`src/design/sensor_background_calibration_sequencer_assert.svh`:
```
// assertion macros for the background calibration sequencer
// used by sensor_background_calibration_sequencer.sv, needs i_clk and i_rst_n in scope
`ifndef SENSOR_BACKGROUND_CALIBRATION_SEQUENCER_ASSERT_SVH
`define SENSOR_BACKGROUND_CALIBRATION_SEQUENCER_ASSERT_SVH

// same-cycle implication, checked outside reset
`define SBCS_ASSERT_NOW(label, ante, cons) \
    label: assert property (@(posedge i_clk) disable iff (!i_rst_n) (ante) |-> (cons)) \
        else $error("sbcs assertion failed");

// next-cycle implication, checked outside reset
`define SBCS_ASSERT_NEXT(label, ante, cons) \
    label: assert property (@(posedge i_clk) disable iff (!i_rst_n) (ante) |=> (cons)) \
        else $error("sbcs assertion failed");

`endif

```
`src/design/sbcs_pkg.sv`:
```
// types and constants for the background calibration sequencer
// no dependencies; used by sensor_background_calibration_sequencer.sv
`default_nettype none

package sbcs_pkg;

    // sequencer phases as reported on the result item
    typedef enum logic [2:0] {
        PH_IDLE  = 3'd0,
        PH_CLEAR = 3'd1,
        PH_SEND  = 3'd2,
        PH_WAIT  = 3'd3,
        PH_CHECK = 3'd4,
        PH_DONE  = 3'd5,
        PH_ERROR = 3'd6
    } t_phase;

    // bus transaction performed by a step
    typedef enum logic [1:0] {
        BUS_NONE        = 2'd0,
        BUS_CLEAR_WRITE = 2'd1,
        BUS_CMD_WRITE   = 2'd2,
        BUS_STATUS_READ = 2'd3
    } t_bus_action;

    // item function codes
    localparam logic FUNC_START   = 1'b0;
    localparam logic FUNC_PROCESS = 1'b1;

    // tries
    localparam int unsigned MAX_TRIES = 3;
    localparam int unsigned TRY_W     = 4;
    localparam logic [TRY_W-1:0] TRY_SAT = {TRY_W{1'b1}};
    localparam logic [1:0]       TRIES_REPORT_MAX = 2'd3;

    // status flags
    localparam logic [7:0] FLAG_CAL_ERROR = 8'h80;
    localparam logic [7:0] FLAG_CAL_DONE  = 8'h20;

    // wait period and threshold
    localparam int unsigned PERIOD_W = 16;
    localparam int unsigned MS_W     = 32;
    localparam int unsigned THR_W    = 26;
    localparam logic [9:0]          MS_PER_S          = 10'd1000;
    localparam logic [PERIOD_W-1:0] WAIT_PERIOD_RESET = 16'd4;
    localparam logic [THR_W-1:0]    WAIT_MS_RESET     = 26'd4000;

    // configuration port
    localparam int unsigned ADDR_W = 3;
    localparam int unsigned DATA_W = 32;
    localparam logic REG_WAIT_PERIOD = 1'b0;

endpackage

`default_nettype wire

```
`src/design/sensor_background_calibration_sequencer.sv`:
```
// a result item passes through the input register and then the output register
// one item per cycle unless the output stalls; input register, one step of state logic,
// output register; a stalled output holds the input only when both registers are full
// reset: synchronous, active low; clears phase to idle, time stamp, try count, valids,
// and sets the wait period to 4 s (threshold 4000 ms)
// depends on sbcs_pkg and sensor_background_calibration_sequencer_assert.svh
`default_nettype none

`include "sensor_background_calibration_sequencer_assert.svh"

module sensor_background_calibration_sequencer (
    input  wire logic                         i_clk,
    input  wire logic                         i_rst_n,
    // configuration port
    input  wire logic                         psel,
    input  wire logic                         penable,
    input  wire logic                         pwrite,
    input  wire logic [sbcs_pkg::ADDR_W-1:0]  paddr,
    input  wire logic [sbcs_pkg::DATA_W-1:0]  pwdata,
    output logic      [sbcs_pkg::DATA_W-1:0]  prdata,
    output logic                              pready,
    // input channel
    input  wire logic                         i_in_valid,
    output logic                              o_in_stall,
    input  wire logic                         i_func,
    input  wire logic [31:0]                  i_now_ms,
    input  wire logic                         i_write_ok,
    input  wire logic                         i_error_read_ok,
    input  wire logic [7:0]                   i_error_status,
    input  wire logic                         i_cal_read_ok,
    input  wire logic [7:0]                   i_cal_status,
    // output channel
    output logic                              o_out_valid,
    input  wire logic                         i_out_stall,
    output logic      [2:0]                   o_phase,
    output logic      [1:0]                   o_bus_action,
    output logic                              o_done_res,
    output logic                              o_failed,
    output logic      [1:0]                   o_tries_used
);

    // configuration registers
    logic [sbcs_pkg::PERIOD_W-1:0] r_wait_period_s;
    logic [sbcs_pkg::THR_W-1:0]    r_wait_ms;
    logic                          cfg_wr;

    // input stage
    logic                        r_s1_valid;
    logic                        r_in_func;
    logic [sbcs_pkg::MS_W-1:0]   r_in_now_ms;
    logic                        r_in_write_ok;
    logic                        r_in_error_read_ok;
    logic [7:0]                  r_in_error_status;
    logic                        r_in_cal_read_ok;
    logic [7:0]                  r_in_cal_status;
    logic                        s1_move;
    logic                        in_take;

    // sequencer state
    sbcs_pkg::t_phase            r_phase;
    sbcs_pkg::t_phase            n_phase;
    logic [sbcs_pkg::MS_W-1:0]   r_wait_start_ms;
    logic [sbcs_pkg::MS_W-1:0]   n_wait_start_ms;
    logic [sbcs_pkg::TRY_W-1:0]  r_retry_cnt;
    logic [sbcs_pkg::TRY_W-1:0]  n_retry_cnt;
    logic [sbcs_pkg::TRY_W-1:0]  retry_inc;
    sbcs_pkg::t_bus_action       n_bus;
    logic [sbcs_pkg::MS_W-1:0]   elapsed_ms;
    logic                        wait_expired;
    logic                        check_fail;

    // output register
    logic                        r_out_valid;
    sbcs_pkg::t_phase            r_out_phase;
    sbcs_pkg::t_bus_action       r_out_bus;
    logic [1:0]                  r_out_tries;
    logic [1:0]                  n_tries_rep;

    // apb access, always ready; a write goes straight into the configuration registers
    assign pready = 1'b1;
    assign cfg_wr = psel && penable && pwrite
                 && (paddr[sbcs_pkg::ADDR_W-1:2] == sbcs_pkg::REG_WAIT_PERIOD);

    always_comb begin
        if (paddr[sbcs_pkg::ADDR_W-1:2] == sbcs_pkg::REG_WAIT_PERIOD) begin
            prdata = {{(sbcs_pkg::DATA_W - sbcs_pkg::PERIOD_W){1'b0}}, r_wait_period_s};
        end else begin
            prdata = '0;
        end
    end

    // wait period and its millisecond threshold, product registered on write
    always_ff @(posedge i_clk) begin
        if (!i_rst_n) begin
            r_wait_period_s <= sbcs_pkg::WAIT_PERIOD_RESET;
            r_wait_ms       <= sbcs_pkg::WAIT_MS_RESET;
        end else if (cfg_wr) begin
            r_wait_period_s <= pwdata[sbcs_pkg::PERIOD_W-1:0];
            r_wait_ms       <= sbcs_pkg::THR_W'(pwdata[sbcs_pkg::PERIOD_W-1:0])
                             * sbcs_pkg::THR_W'(sbcs_pkg::MS_PER_S);
        end
    end

    // pipeline flow control
    assign s1_move    = r_s1_valid && (!r_out_valid || !i_out_stall);
    assign o_in_stall = r_s1_valid && !s1_move;
    assign in_take    = i_in_valid && !o_in_stall;

    // input register
    always_ff @(posedge i_clk) begin
        if (!i_rst_n) begin
            r_s1_valid <= 1'b0;
        end else if (in_take) begin
            r_s1_valid <= 1'b1;
        end else if (s1_move) begin
            r_s1_valid <= 1'b0;
        end
    end

    always_ff @(posedge i_clk) begin
        if (in_take) begin
            r_in_func          <= i_func;
            r_in_now_ms        <= i_now_ms;
            r_in_write_ok      <= i_write_ok;
            r_in_error_read_ok <= i_error_read_ok;
            r_in_error_status  <= i_error_status;
            r_in_cal_read_ok   <= i_cal_read_ok;
            r_in_cal_status    <= i_cal_status;
        end
    end

    // elapsed time since the stamp, modulo 2^32
    assign elapsed_ms   = r_in_now_ms - r_wait_start_ms;
    assign wait_expired = elapsed_ms >= {{(sbcs_pkg::MS_W - sbcs_pkg::THR_W){1'b0}}, r_wait_ms};
    assign check_fail   = !r_in_error_read_ok || !r_in_cal_read_ok
                       || ((r_in_error_status & sbcs_pkg::FLAG_CAL_ERROR) != 8'h00);
    assign retry_inc    = (r_retry_cnt == sbcs_pkg::TRY_SAT) ? r_retry_cnt
                                                              : r_retry_cnt + 1'b1;

    // next phase, stamp, try count and bus action for the item in the input register
    always_comb begin
        n_phase         = r_phase;
        n_wait_start_ms = r_wait_start_ms;
        n_retry_cnt     = r_retry_cnt;
        n_bus           = sbcs_pkg::BUS_NONE;
        if (r_in_func == sbcs_pkg::FUNC_START) begin
            n_phase         = sbcs_pkg::PH_CLEAR;
            n_retry_cnt     = '0;
            n_wait_start_ms = r_in_now_ms;
        end else begin
            case (r_phase)
                sbcs_pkg::PH_CLEAR: begin
                    n_bus   = sbcs_pkg::BUS_CLEAR_WRITE;
                    n_phase = r_in_write_ok ? sbcs_pkg::PH_SEND : sbcs_pkg::PH_ERROR;
                end
                sbcs_pkg::PH_SEND: begin
                    n_bus = sbcs_pkg::BUS_CMD_WRITE;
                    if (r_in_write_ok) begin
                        n_wait_start_ms = r_in_now_ms;
                        n_phase         = sbcs_pkg::PH_WAIT;
                    end else begin
                        n_phase = sbcs_pkg::PH_ERROR;
                    end
                end
                sbcs_pkg::PH_WAIT: begin
                    if (wait_expired) begin
                        n_phase = sbcs_pkg::PH_CHECK;
                    end
                end
                sbcs_pkg::PH_CHECK: begin
                    n_bus = sbcs_pkg::BUS_STATUS_READ;
                    if (check_fail) begin
                        n_phase = sbcs_pkg::PH_ERROR;
                    end else if ((r_in_cal_status & sbcs_pkg::FLAG_CAL_DONE) != 8'h00) begin
                        n_phase = sbcs_pkg::PH_DONE;
                    end else begin
                        n_retry_cnt = retry_inc;
                        if (retry_inc >= sbcs_pkg::TRY_W'(sbcs_pkg::MAX_TRIES)) begin
                            n_phase = sbcs_pkg::PH_ERROR;
                        end else begin
                            n_wait_start_ms = r_in_now_ms;
                            n_phase         = sbcs_pkg::PH_WAIT;
                        end
                    end
                end
                sbcs_pkg::PH_IDLE, sbcs_pkg::PH_DONE, sbcs_pkg::PH_ERROR: begin
                    n_phase = r_phase;
                end
                default: begin
                    n_phase = sbcs_pkg::PH_IDLE;
                end
            endcase
        end
    end

    // reported try count saturates at three
    assign n_tries_rep = (n_retry_cnt > sbcs_pkg::TRY_W'(sbcs_pkg::TRIES_REPORT_MAX))
                       ? sbcs_pkg::TRIES_REPORT_MAX : n_retry_cnt[1:0];

    // sequencer state, updated as an item leaves the input register
    always_ff @(posedge i_clk) begin
        if (!i_rst_n) begin
            r_phase         <= sbcs_pkg::PH_IDLE;
            r_wait_start_ms <= '0;
            r_retry_cnt     <= '0;
        end else if (s1_move) begin
            r_phase         <= n_phase;
            r_wait_start_ms <= n_wait_start_ms;
            r_retry_cnt     <= n_retry_cnt;
        end
    end

    // output register
    always_ff @(posedge i_clk) begin
        if (!i_rst_n) begin
            r_out_valid <= 1'b0;
        end else if (s1_move) begin
            r_out_valid <= 1'b1;
        end else if (!i_out_stall) begin
            r_out_valid <= 1'b0;
        end
    end

    always_ff @(posedge i_clk) begin
        if (s1_move) begin
            r_out_phase <= n_phase;
            r_out_bus   <= n_bus;
            r_out_tries <= n_tries_rep;
        end
    end

    assign o_out_valid  = r_out_valid;
    assign o_phase      = r_out_phase;
    assign o_bus_action = r_out_bus;
    assign o_done_res   = (r_out_phase == sbcs_pkg::PH_DONE);
    assign o_failed     = (r_out_phase == sbcs_pkg::PH_ERROR);
    assign o_tries_used = r_out_tries;

    // checks
    `SBCS_ASSERT_NOW(a_retry_bound, 1'b1, r_retry_cnt <= sbcs_pkg::TRY_W'(sbcs_pkg::MAX_TRIES))
    `SBCS_ASSERT_NOW(a_stall_only_full, o_in_stall, r_s1_valid && r_out_valid && i_out_stall)
    `SBCS_ASSERT_NEXT(a_state_tracks_out, s1_move, r_phase == r_out_phase)
    `SBCS_ASSERT_NOW(a_read_leaves_check,
        o_out_valid && (o_bus_action == sbcs_pkg::BUS_STATUS_READ),
        (o_phase == sbcs_pkg::PH_WAIT) || (o_phase == sbcs_pkg::PH_DONE)
            || (o_phase == sbcs_pkg::PH_ERROR))

endmodule

`default_nettype wire
```
`config.mk`:
```
export PLATFORM = sky130hd
export DESIGN_NAME = sensor_background_calibration_sequencer
export DESIGN_NICKNAME = d
export VERILOG_FILES = /design/src/design/sbcs_pkg.sv /design/src/design/sensor_background_calibration_sequencer.sv
export VERILOG_INCLUDE_DIRS = /design/src /design/src/design
export SDC_FILE = /design/constraint.sdc
export NUM_CORES = 1
export LEC_CHECK = 0
export ABC_AREA = 1
export ABC_CLOCK_PERIOD_IN_PS = 5550
export BUFFER_PORTS_ARGS = -buffer_cell sky130_fd_sc_hd__buf_2
export CAP_MARGIN = 0
export CELL_PAD_IN_SITES_DETAIL_PLACEMENT = 0
export CELL_PAD_IN_SITES_GLOBAL_PLACEMENT = 1
export CORE_MARGIN = 3
export CORE_UTILIZATION = 43
export CTS_CLUSTER_DIAMETER = 50
export DETAILED_ROUTE_END_ITERATION = 8
export GPL_ROUTABILITY_DRIVEN = 0
export MAX_ROUTING_LAYER = met4
export PLACE_DENSITY = 0.79
export SLEW_MARGIN = 15
export SYNTH_ARGS = -nofsm -noshare
export SYNTH_HDL_FRONTEND = slang
export SYNTH_SLANG_ARGS = --single-unit
```
`constraint.sdc`:
```
create_clock -name i_clk -period 5.55 [get_ports i_clk]
set_input_delay 0.8325 -clock i_clk [delete_from_list [all_inputs] [get_ports i_clk]]
set_output_delay 0.8325 -clock i_clk [all_outputs]
set_load 0.02 [all_outputs]
```
## Word level (Yosys, flattened, before mapping)

Cells that the tools add are included.

- Bits in registers: 137

- Muxes and demuxes: 25
- Bitwise logic cells: 1
- Eq/ne operators: 15
- Multipliers: 1
- $lt $le $gt $ge: 3
- Add/subtract/negate cells: 2
- Reductions and logical operators: 19

Operators by type and width:

| operator | number |
|---|---|
| 32-bit 2-to-1 mux | 5 |
| 32-bit case mux with 2 select lines | 1 |
| 32-bit by 26-bit greater-or-equal comparator with 1-bit output | 1 |
| 32-bit subtractor | 1 |
| 16-bit by 7-bit multiplier with 23-bit output (second input constant) | 1 |
| 3-bit 2-to-1 mux | 7 |
| 4-bit 2-to-1 mux | 5 |
| 16-bit 2-to-1 mux | 1 |
| 3-bit equality test (second input constant) | 5 |
| 3-bit case mux with 5 select lines | 1 |
| 3-bit != test (second input constant) | 4 |
| 3-bit by 2-bit equality test with 1-bit output (second input constant) | 2 |
| 1-bit logical AND | 6 |
| 1-bit zero test | 6 |
| 2-bit case mux with 3 select lines | 1 |
| 6-bit AND reduction | 1 |
| 4-bit by 1-bit adder with 4-bit output (second input constant) | 1 |
| 4-bit equality test (second input constant) | 1 |
| 4-bit by 2-bit greater-or-equal comparator with 1-bit output (second input constant) | 1 |
| 4-bit by 2-bit greater-than comparator with 1-bit output (second input constant) | 1 |
| 1-bit 2-to-1 mux | 4 |
| 3-bit by 1-bit equality test with 1-bit output (second input constant) | 1 |
| 3-bit zero test | 1 |
| 1-bit logical OR | 3 |
| other kinds (5) | 5 |

## Logic depth before layout (Yosys ltp)

Gate-level depths: netlist of the first run.

- Word-level depth: 8
- Depth in mapped cells: 26
- Depth with buffers taken out: 26

## Least setup slack after synthesis of the first run

No wires, ideal clock.

- Kind: input to register
- From: input pwdata[1] in the netlist's numbering
- To: register r_wait_ms[23] in the netlist's numbering
- Data arrival time: 4.627 ns
- Path buffers: 0
- Path slack: 0.814 ns
- Stages: 18
- Required time: 5.441 ns
- Cell sequence: fa_1 inv_1 fa_1 inv_1 fa_1 fa_1 ha_1 inv_1 nor3_1 a21oi_1 o21ai_0 a21oi_1 o21ai_0 nand2_1 nand3_1 nand3_1 nand2_1 inv_1

- Word-level cells in the longest chain between the ends: 1

Ends and longest elaborated chain:

| element | line | text |
|---|---|---|
| start, declared | sensor_background_calibration_sequencer.sv:19 | `input wire logic [sbcs_pkg::DATA_W-1:0] pwdata,` |
| 16-bit by 7-bit multiplier with 23-bit output | sensor_background_calibration_sequencer.sv:100 | `* sbcs_pkg::THR_W'(sbcs_pkg::MS_PER_S);` |
| end signal, assigned | sensor_background_calibration_sequencer.sv:96 | `r_wait_ms <= sbcs_pkg::WAIT_MS_RESET;` |
| end signal, assigned | sensor_background_calibration_sequencer.sv:99 | `r_wait_ms <= sbcs_pkg::THR_W'(pwdata[sbcs_pkg::PERIOD_W-1:0])` |
| end, declared | sensor_background_calibration_sequencer.sv:44 | `logic [sbcs_pkg::THR_W-1:0] r_wait_ms;` |

Every way passes these cells.
A chain may end at the register's enable or synchronous reset.

## Final worst setup path of the first run

- From: input pwdata[0] in the netlist's numbering
- To: register r_wait_ms[23] in the netlist's numbering

The elaborated chain is that of the path after synthesis.

==> impl_metrics.json, run 1 <==
{
  "dp.cells": 1617,
  "nFillCells": 2246,
  "drive_gt1_frac": 0.09496,
  "cp.arrival_ns": 5.07,
  "fin_skew_ns": 0.01169,
  "synth_cell_types": 39,
  "grt_pass1_vias": 7811,
  "synth_top_flop_cell": "dfxtp_1",
  "status": "complete, no violations",
  "holdPathEnd": "r_wait_period_s[6]",
  "setup_viol": 0,
  "port_buffers": 88,
  "fin_crit_ns": 4.747,
  "postCtsSetupBuffers": 0,
  "htree_num_levels": 4,
  "start_kind": "input port",
  "ant_nets": 0,
  "nNetsFinal": 1613,
  "vias": 7998,
  "fp.dieW_um": 157.3,
  "finalHoldViolations": 0,
  "io_pins": 138,
  "area_delta_synth_final_pct": 12.61,
  "path_cells": "buf_2 > fa_1 > inv_1 > fa_1 > fa_1 > inv_1 > fa_1 > ha_1 > inv_1 > nor3_1 > a21oi_1 > o21ai_0 > a21oi_1 > o21ai_0 > nand2_1 > nand3_1 > nand3_1 > nand2_1 > inv_1",
  "postCtsHoldBufs": 0,
  "yosysSeqAreaShare": 0.2959,
  "mostFrequentLayoutCell": "nand2_1",
  "drtIter0Drc": 297,
  "wl_per_cell_um": 12.95,
  "ys_warn_count": 0,
  "synth_area_per_cell_um2": 7.739,
  "cts_made_buffers": 17,
  "cts_sinks": 123,
  "num_rows": 54,
  "final_cell_mix": "271 x nand2_1, 243 x inv_1, 124 x a21oi_1, 108 x ha_1, 88 x buf_2",
  "clk_latency_ns": 0.43,
  "max_freq_ghz": 0.2106,
  "hold_depth": 2,
  "grt_pass1_wl_um": 36000,
  "vdd.ir_drop.worst_mv": 0.1979,
  "track_usage": 0.1845,
  "die_y_um": 157.3,
  "required_ns": 5.88,
  "rrSetupSlack_ns": 1.92,
  "crit_slowest_cell": "fa_1",
  "setup_tns_ns": 0,
  "finalCritPeriodShare": 0.8554,
  "dr.pass1.iters": 7,
  "rr_worst_depth": 20,
  "grt_overflow": 0,
  "drc": 0,
  "antenna_found_initial": 0,
  "p_leak_nw": 5.537,
  "antenna_cells": 0,
  "root_buffer": "clkbuf_16",
  "die_area_um2": 24740,
  "maxSlewHeadroom": 0.4482,
  "synth_seq_cells": 123,
  "cts_resized": 0,
  "synth_area_um2": 9844,
  "crit_type": "input port to flop",
  "r2r-end": "o_phase[2]",
  "drv_slew": 0,
  "crit_path_end_kind": "flop",
  "synth_edf_count": 45,
  "hp-start": "r_wait_period_s[6]",
  "fin_cells": 1649,
  "vias_per_cell": 4.850,
  "cts_buffer_depth": 2,
  "cts_tree": "yes",
  "grt_max_degree": 65,
  "cpPeakStageDelay_ns": 0.56,
  "hold_path.class": "flop to flop",
  "worstMarginPinSlew_ns": 0.8277,
  "core_area_um2": 22160,
  "max_cap_viol_count": 0,
  "synthArstFlopShare": 0,
  "cp_max_fo": 5,
  "postPlaceCellArea_um2": 10490,
  "clkTransAtPathRegs_ns": 0.07,
  "totalWireLength_um": 21350,
  "synth_cells": 1272,
  "pwr_density_cell_nw_per_um2": 357.6,
  "dp_hpwl_um": 16550,
  "r2r-start": "r_in_now_ms[0]",
  "rsz0062_at_grt": "false",
  "start_util": 0.4442,
  "stdcell_area_um2": 11090
}
==> synthesized netlist by cell type, types with 3 or more instances <==
library cell,number,area [um^2]
nand2_1,271,1017
o21ai_0,85,425.4
dfxtp_1,78,1562
ha_1,108,1351
o31ai_1,4,30.03
o21bai_1,4,30.03
xor2_1,21,183.9
nand3_1,31,155.2
nor2_1,78,292.8
xnor2_1,16,140.1
nand4_1,9,56.30
buf_4,17,127.6
a31oi_1,9,56.30
o211ai_1,8,60.06
fa_1,55,1101
a21o_1,3,22.52
clkbuf_1,21,78.83
edfxtp_1,45,1351
nor3_1,16,80.08
inv_1,243,912.1
a21oi_1,124,620.6
==> cell families after synthesis <==
group,count (synthesis),share of synthesized area
other,2,0.0007629
AOI/OAI and AO/OA,245,0.1342
adders and majority gates,163,0.2491
and+or+nand+nor,415,0.1694
DFF,123,0.2959
buffers and inverters,287,0.1177
xor gates and xnor gates,37,0.03292
==> layout make-up <==
type / instances / area, um^2 / area share
Timing Repair Buffer: 93 / 478.0 / 0.04312
Clock buffer: 17 / 425.4 / 0.03837
Multi-Input combinational cell: 877 / 5829 / 0.5258
Sequential cell: 123 / 2913 / 0.2628
Clock inverter: 15 / 173.9 / 0.01569
Inverter: 244 / 915.9 / 0.08262
Tap cell: 280 / 350.3 / 0.03160
==> state kept, by name, indices dropped and copies added, names as in the netlist <==
| name | flops |
|---|---|
| r_in_error_status | 1 |
| r_retry_cnt | 4 |
| r_phase | 3 |
| r_wait_ms | 21 |
| r_in_write_ok | 1 |
| r_in_error_read_ok | 1 |
| o_out_valid | 1 |
| r_wait_period_s | 16 |
| r_s1_valid | 1 |
| r_in_cal_read_ok | 1 |
| o_phase | 3 |
| r_wait_start_ms | 32 |
| r_in_cal_status | 1 |
| o_bus_action | 2 |
| r_in_now_ms | 32 |
| o_tries_used | 2 |
| r_in_func | 1 |
==> metrics by stage <==
step	utilization	total power, W	hold WS [ns]	setup slack (ns)
finish	0.5002	0.003964	0.4539	0.8026
global route	0.5002	0.004336	0.4676	0.3100
CTS	0.5002	0.004015	0.4587	0.7664
global placement	0.4732	0.002823	0.4430	0.3406
floorplan	-	0.002433	0.4303	0.8137
detailed placement	0.4732	0.002850	0.4491	0.3228
==> layer usage <==
layer / wire length, um / up-vias / track usage
met4: 303 / 0 / 0.05289
met2: 9958 / 114 / 0.2991
met1: 10490 / 3646 / 0.2387
met3: 595 / 24 / 0.03217
li1: - / 4214 / -
met5: 0 / - / -
==> how the worst max path moves through the flow <==
stage                               end  startpoint  slack (ns)
after floorplan           r_wait_ms[23]   pwdata[1]        0.81
after global placement    r_wait_ms[23]   pwdata[2]        0.34
after detailed placement  r_wait_ms[23]   pwdata[1]        0.32
after CTS                 r_wait_ms[23]   pwdata[1]        0.77
after global routing      r_wait_ms[23]   pwdata[2]        0.31
final                     r_wait_ms[23]   pwdata[0]        0.80
==> critical path, delay by kind of cell <==
family          cells  cell delay [ns]
simple gates        5             0.60
buf+inv             5             0.37
compound gates      4             0.88
fa+ha+maj           5             2.38
==> report_power, final <==
group / switching [W] / total, W / internal (W)
sequential: 0.0000228 / 0.00101 / 0.000990
combinational: 0.00110 / 0.00181 / 0.000706
clock: 0.000441 / 0.00115 / 0.000705
total: 0.00156 / 0.00396 / 0.00240
(Power assumes the default switching activity.)
==> inputs of run 2 (changes only) <==
--- a/config.mk
+++ b/config.mk
@@ -8,5 +8,5 @@
 export LEC_CHECK = 0
 export ABC_AREA = 1
-export ABC_CLOCK_PERIOD_IN_PS = 5550
+export ABC_CLOCK_PERIOD_IN_PS = 4320
 export BUFFER_PORTS_ARGS = -buffer_cell sky130_fd_sc_hd__buf_2
 export CAP_MARGIN = 0
@@ -14,10 +14,10 @@
 export CELL_PAD_IN_SITES_GLOBAL_PLACEMENT = 1
 export CORE_MARGIN = 3
-export CORE_UTILIZATION = 43
+export CORE_UTILIZATION = 39
 export CTS_CLUSTER_DIAMETER = 50
 export DETAILED_ROUTE_END_ITERATION = 8
 export GPL_ROUTABILITY_DRIVEN = 0
 export MAX_ROUTING_LAYER = met4
-export PLACE_DENSITY = 0.79
+export PLACE_DENSITY = 0.75
 export SLEW_MARGIN = 15
 export SYNTH_ARGS = -nofsm -noshare
==> constraint.sdc (replaced) <==
create_clock -name i_clk -period 4.32 [get_ports i_clk]
set_input_delay 0.648 -clock i_clk [delete_from_list [all_inputs] [get_ports i_clk]]
set_output_delay 0.648 -clock i_clk [all_outputs]
set_load 0.05 [all_outputs]
==> run 2 against run 1 <==
Compared with the run above:
- cell area rose by 4.6%
- clock power grew 22%
- routed wire length increased by 3.8%
- first-iteration DRC count up 25%
- clock skew down 0.0011 ns
- critical endpoint is now r_wait_ms[18]
- largest cell class unchanged
- highest routed layer unchanged
==> impl_metrics.json, run 2 (synthesis gave the netlist of run 1 again) <==
{
  "cts_buffer_depth": 2,
  "wl_per_cell_um": 12.69,
  "die_area_um2": 27180,
  "antenna_found_initial": 0,
  "rrSetupSlack_ns": 0.73,
  "grt_pass1_vias": 8147,
  "setup_tns_ns": 0,
  "hold_depth": 1,
  "core_area_um2": 24530,
  "drtIter0Drc": 371,
  "vias_per_cell": 4.682,
  "clkTransAtPathRegs_ns": 0.06,
  "maxSlewHeadroom": 0.4080,
  "drv_slew": 0,
  "postCtsSetupBuffers": 0,
  "final_cell_mix": "270 x nand2_1, 243 x inv_1, 120 x a21oi_1, 104 x ha_1, 88 x buf_2",
  "cp.arrival_ns": 4.36,
  "hold_path.class": "input port to flop",
  "holdPathEnd": "r_in_now_ms[0]",
  "rsz0062_at_grt": "false",
  "htree_num_levels": 4,
  "r2r-start": "r_in_now_ms[0]",
  "start_util": 0.4013,
  "cp_max_fo": 4,
  "fin_cells": 1747,
  "drc": 0,
  "fin_crit_ns": 4.053,
  "p_leak_nw": 5.788,
  "crit_type": "input port to flop",
  "fp.dieW_um": 164.9,
  "vdd.ir_drop.worst_mv": 0.2960,
  "pwr_density_cell_nw_per_um2": 495.3,
  "antenna_cells": 0,
  "max_cap_viol_count": 0,
  "reg_top3": "r_in_now_ms (32), r_wait_start_ms (32), r_wait_ms (21)",
  "cts_made_buffers": 17,
  "grt_overflow": 0,
  "rr_worst_depth": 20,
  "worstMarginPinSlew_ns": 0.8881,
  "nFillCells": 2510,
  "port_buffers": 88,
  "dr.pass1.iters": 5,
  "hp-start": "i_now_ms[0]",
  "cts_tree": "yes",
  "track_usage": 0.1775,
  "r2r-end": "o_phase[2]",
  "vias": 8179,
  "cts_sinks": 123,
  "mostFrequentLayoutCell": "nand2_1",
  "area_delta_synth_final_pct": 17.83,
  "crit_path_end_kind": "flop",
  "num_rows": 57,
  "drive_gt1_frac": 0.1377,
  "nNetsFinal": 1667,
  "totalWireLength_um": 22170,
  "dp_hpwl_um": 17480,
  "finalHoldViolations": 0,
  "grt_max_degree": 60,
  "die_y_um": 164.9,
  "required_ns": 4.62,
  "setup_viol": 0,
  "ant_nets": 0,
  "root_buffer": "clkbuf_16",
  "status": "complete, no violations",
  "clk_latency_ns": 0.42,
  "io_pins": 138,
  "start_kind": "input port",
  "grt_pass1_wl_um": 38010,
  "finalCritPeriodShare": 0.9382,
  "fin_skew_ns": 0.01061,
  "dp.cells": 1715,
  "max_freq_ghz": 0.2467
}
[run 2: through the flow]
step | hold WS [ns] | area, um^2 | worst slack [ns] | total power [W] | utilization
finish | 0.4000 | 11600 | 0.2668 | 0.005746 | 0.4728
global route | 0.3840 | 11600 | 0.001971 | 0.006292 | 0.4728
CTS | 0.3831 | 11550 | 0.1966 | 0.005722 | 0.4709
detailed placement | 0.4463 | 10990 | -0.2354 | 0.004289 | 0.4480
global placement | 0.4419 | 10990 | -0.2238 | 0.004257 | 0.4480
floorplan | 0.4303 | 9946 | 0.04412 | 0.003241 | -
[run 2: timing repair]
item	4_1_cts	5_1_grt
hold buffers	0	0
endpoints found under the setup margin	0	2
gates resized for setup	0	9
[run 2: area by class of cell]
| type | count | area, um^2 | area share |
|---|---|---|---|
| clock inverter | 13 | 127.6 | 0.01100 |
| tap | 324 | 405.4 | 0.03495 |
| timing repair buffer | 147 | 883.3 | 0.07615 |
| multi-input combinational | 877 | 5922 | 0.5105 |
| clock buffer | 19 | 432.9 | 0.03732 |
| sequential | 123 | 2913 | 0.2511 |
| inverter | 244 | 915.9 | 0.07896 |
[run 2: metal layers]
metal	GRT usage	routed length (um)
met1	0.2254	10720
met3	0.02960	690
met5	-	0
met2	0.3026	10610
met4	0.03126	148
[run 2: report_power, final]
part	total, W	switching [W]	internal, W
clock	0.00140	0.000556	0.000842
combinational	0.00305	0.00162	0.00142
sequential	0.00130	0.0000291	0.00127
[run 2: worst max-delay path, stage by stage]
cell and delay, ns:
buf_2 0.11, fa_1 0.56, inv_1 0.06, fa_1 0.48, fa_1 0.55, inv_1 0.05
fa_1 0.56, ha_4 0.22, a21o_1 0.18, nand3_1 0.06, nand2_1 0.06, nand2_1 0.08
nand3_1 0.12, buf_4 0.17, nand3_1 0.06, nand2_1 0.06, xor2_1 0.14, o21ai_0 0.13
inv_1 0.05
[run 2: how the worst max path moves through the flow]
stage                         start       endpoint  slack, ns  depth (start not counted)
final                     pwdata[0]  r_wait_ms[18]       0.27                         19
after CTS                 pwdata[1]  r_wait_ms[23]       0.20                         20
after detailed placement  pwdata[0]  r_wait_ms[23]      -0.24                         19
after floorplan           pwdata[0]  r_wait_ms[23]       0.04                         18
after global routing      pwdata[4]  r_wait_ms[23]      0.002                         17
after global placement    pwdata[0]  r_wait_ms[23]      -0.22                         19
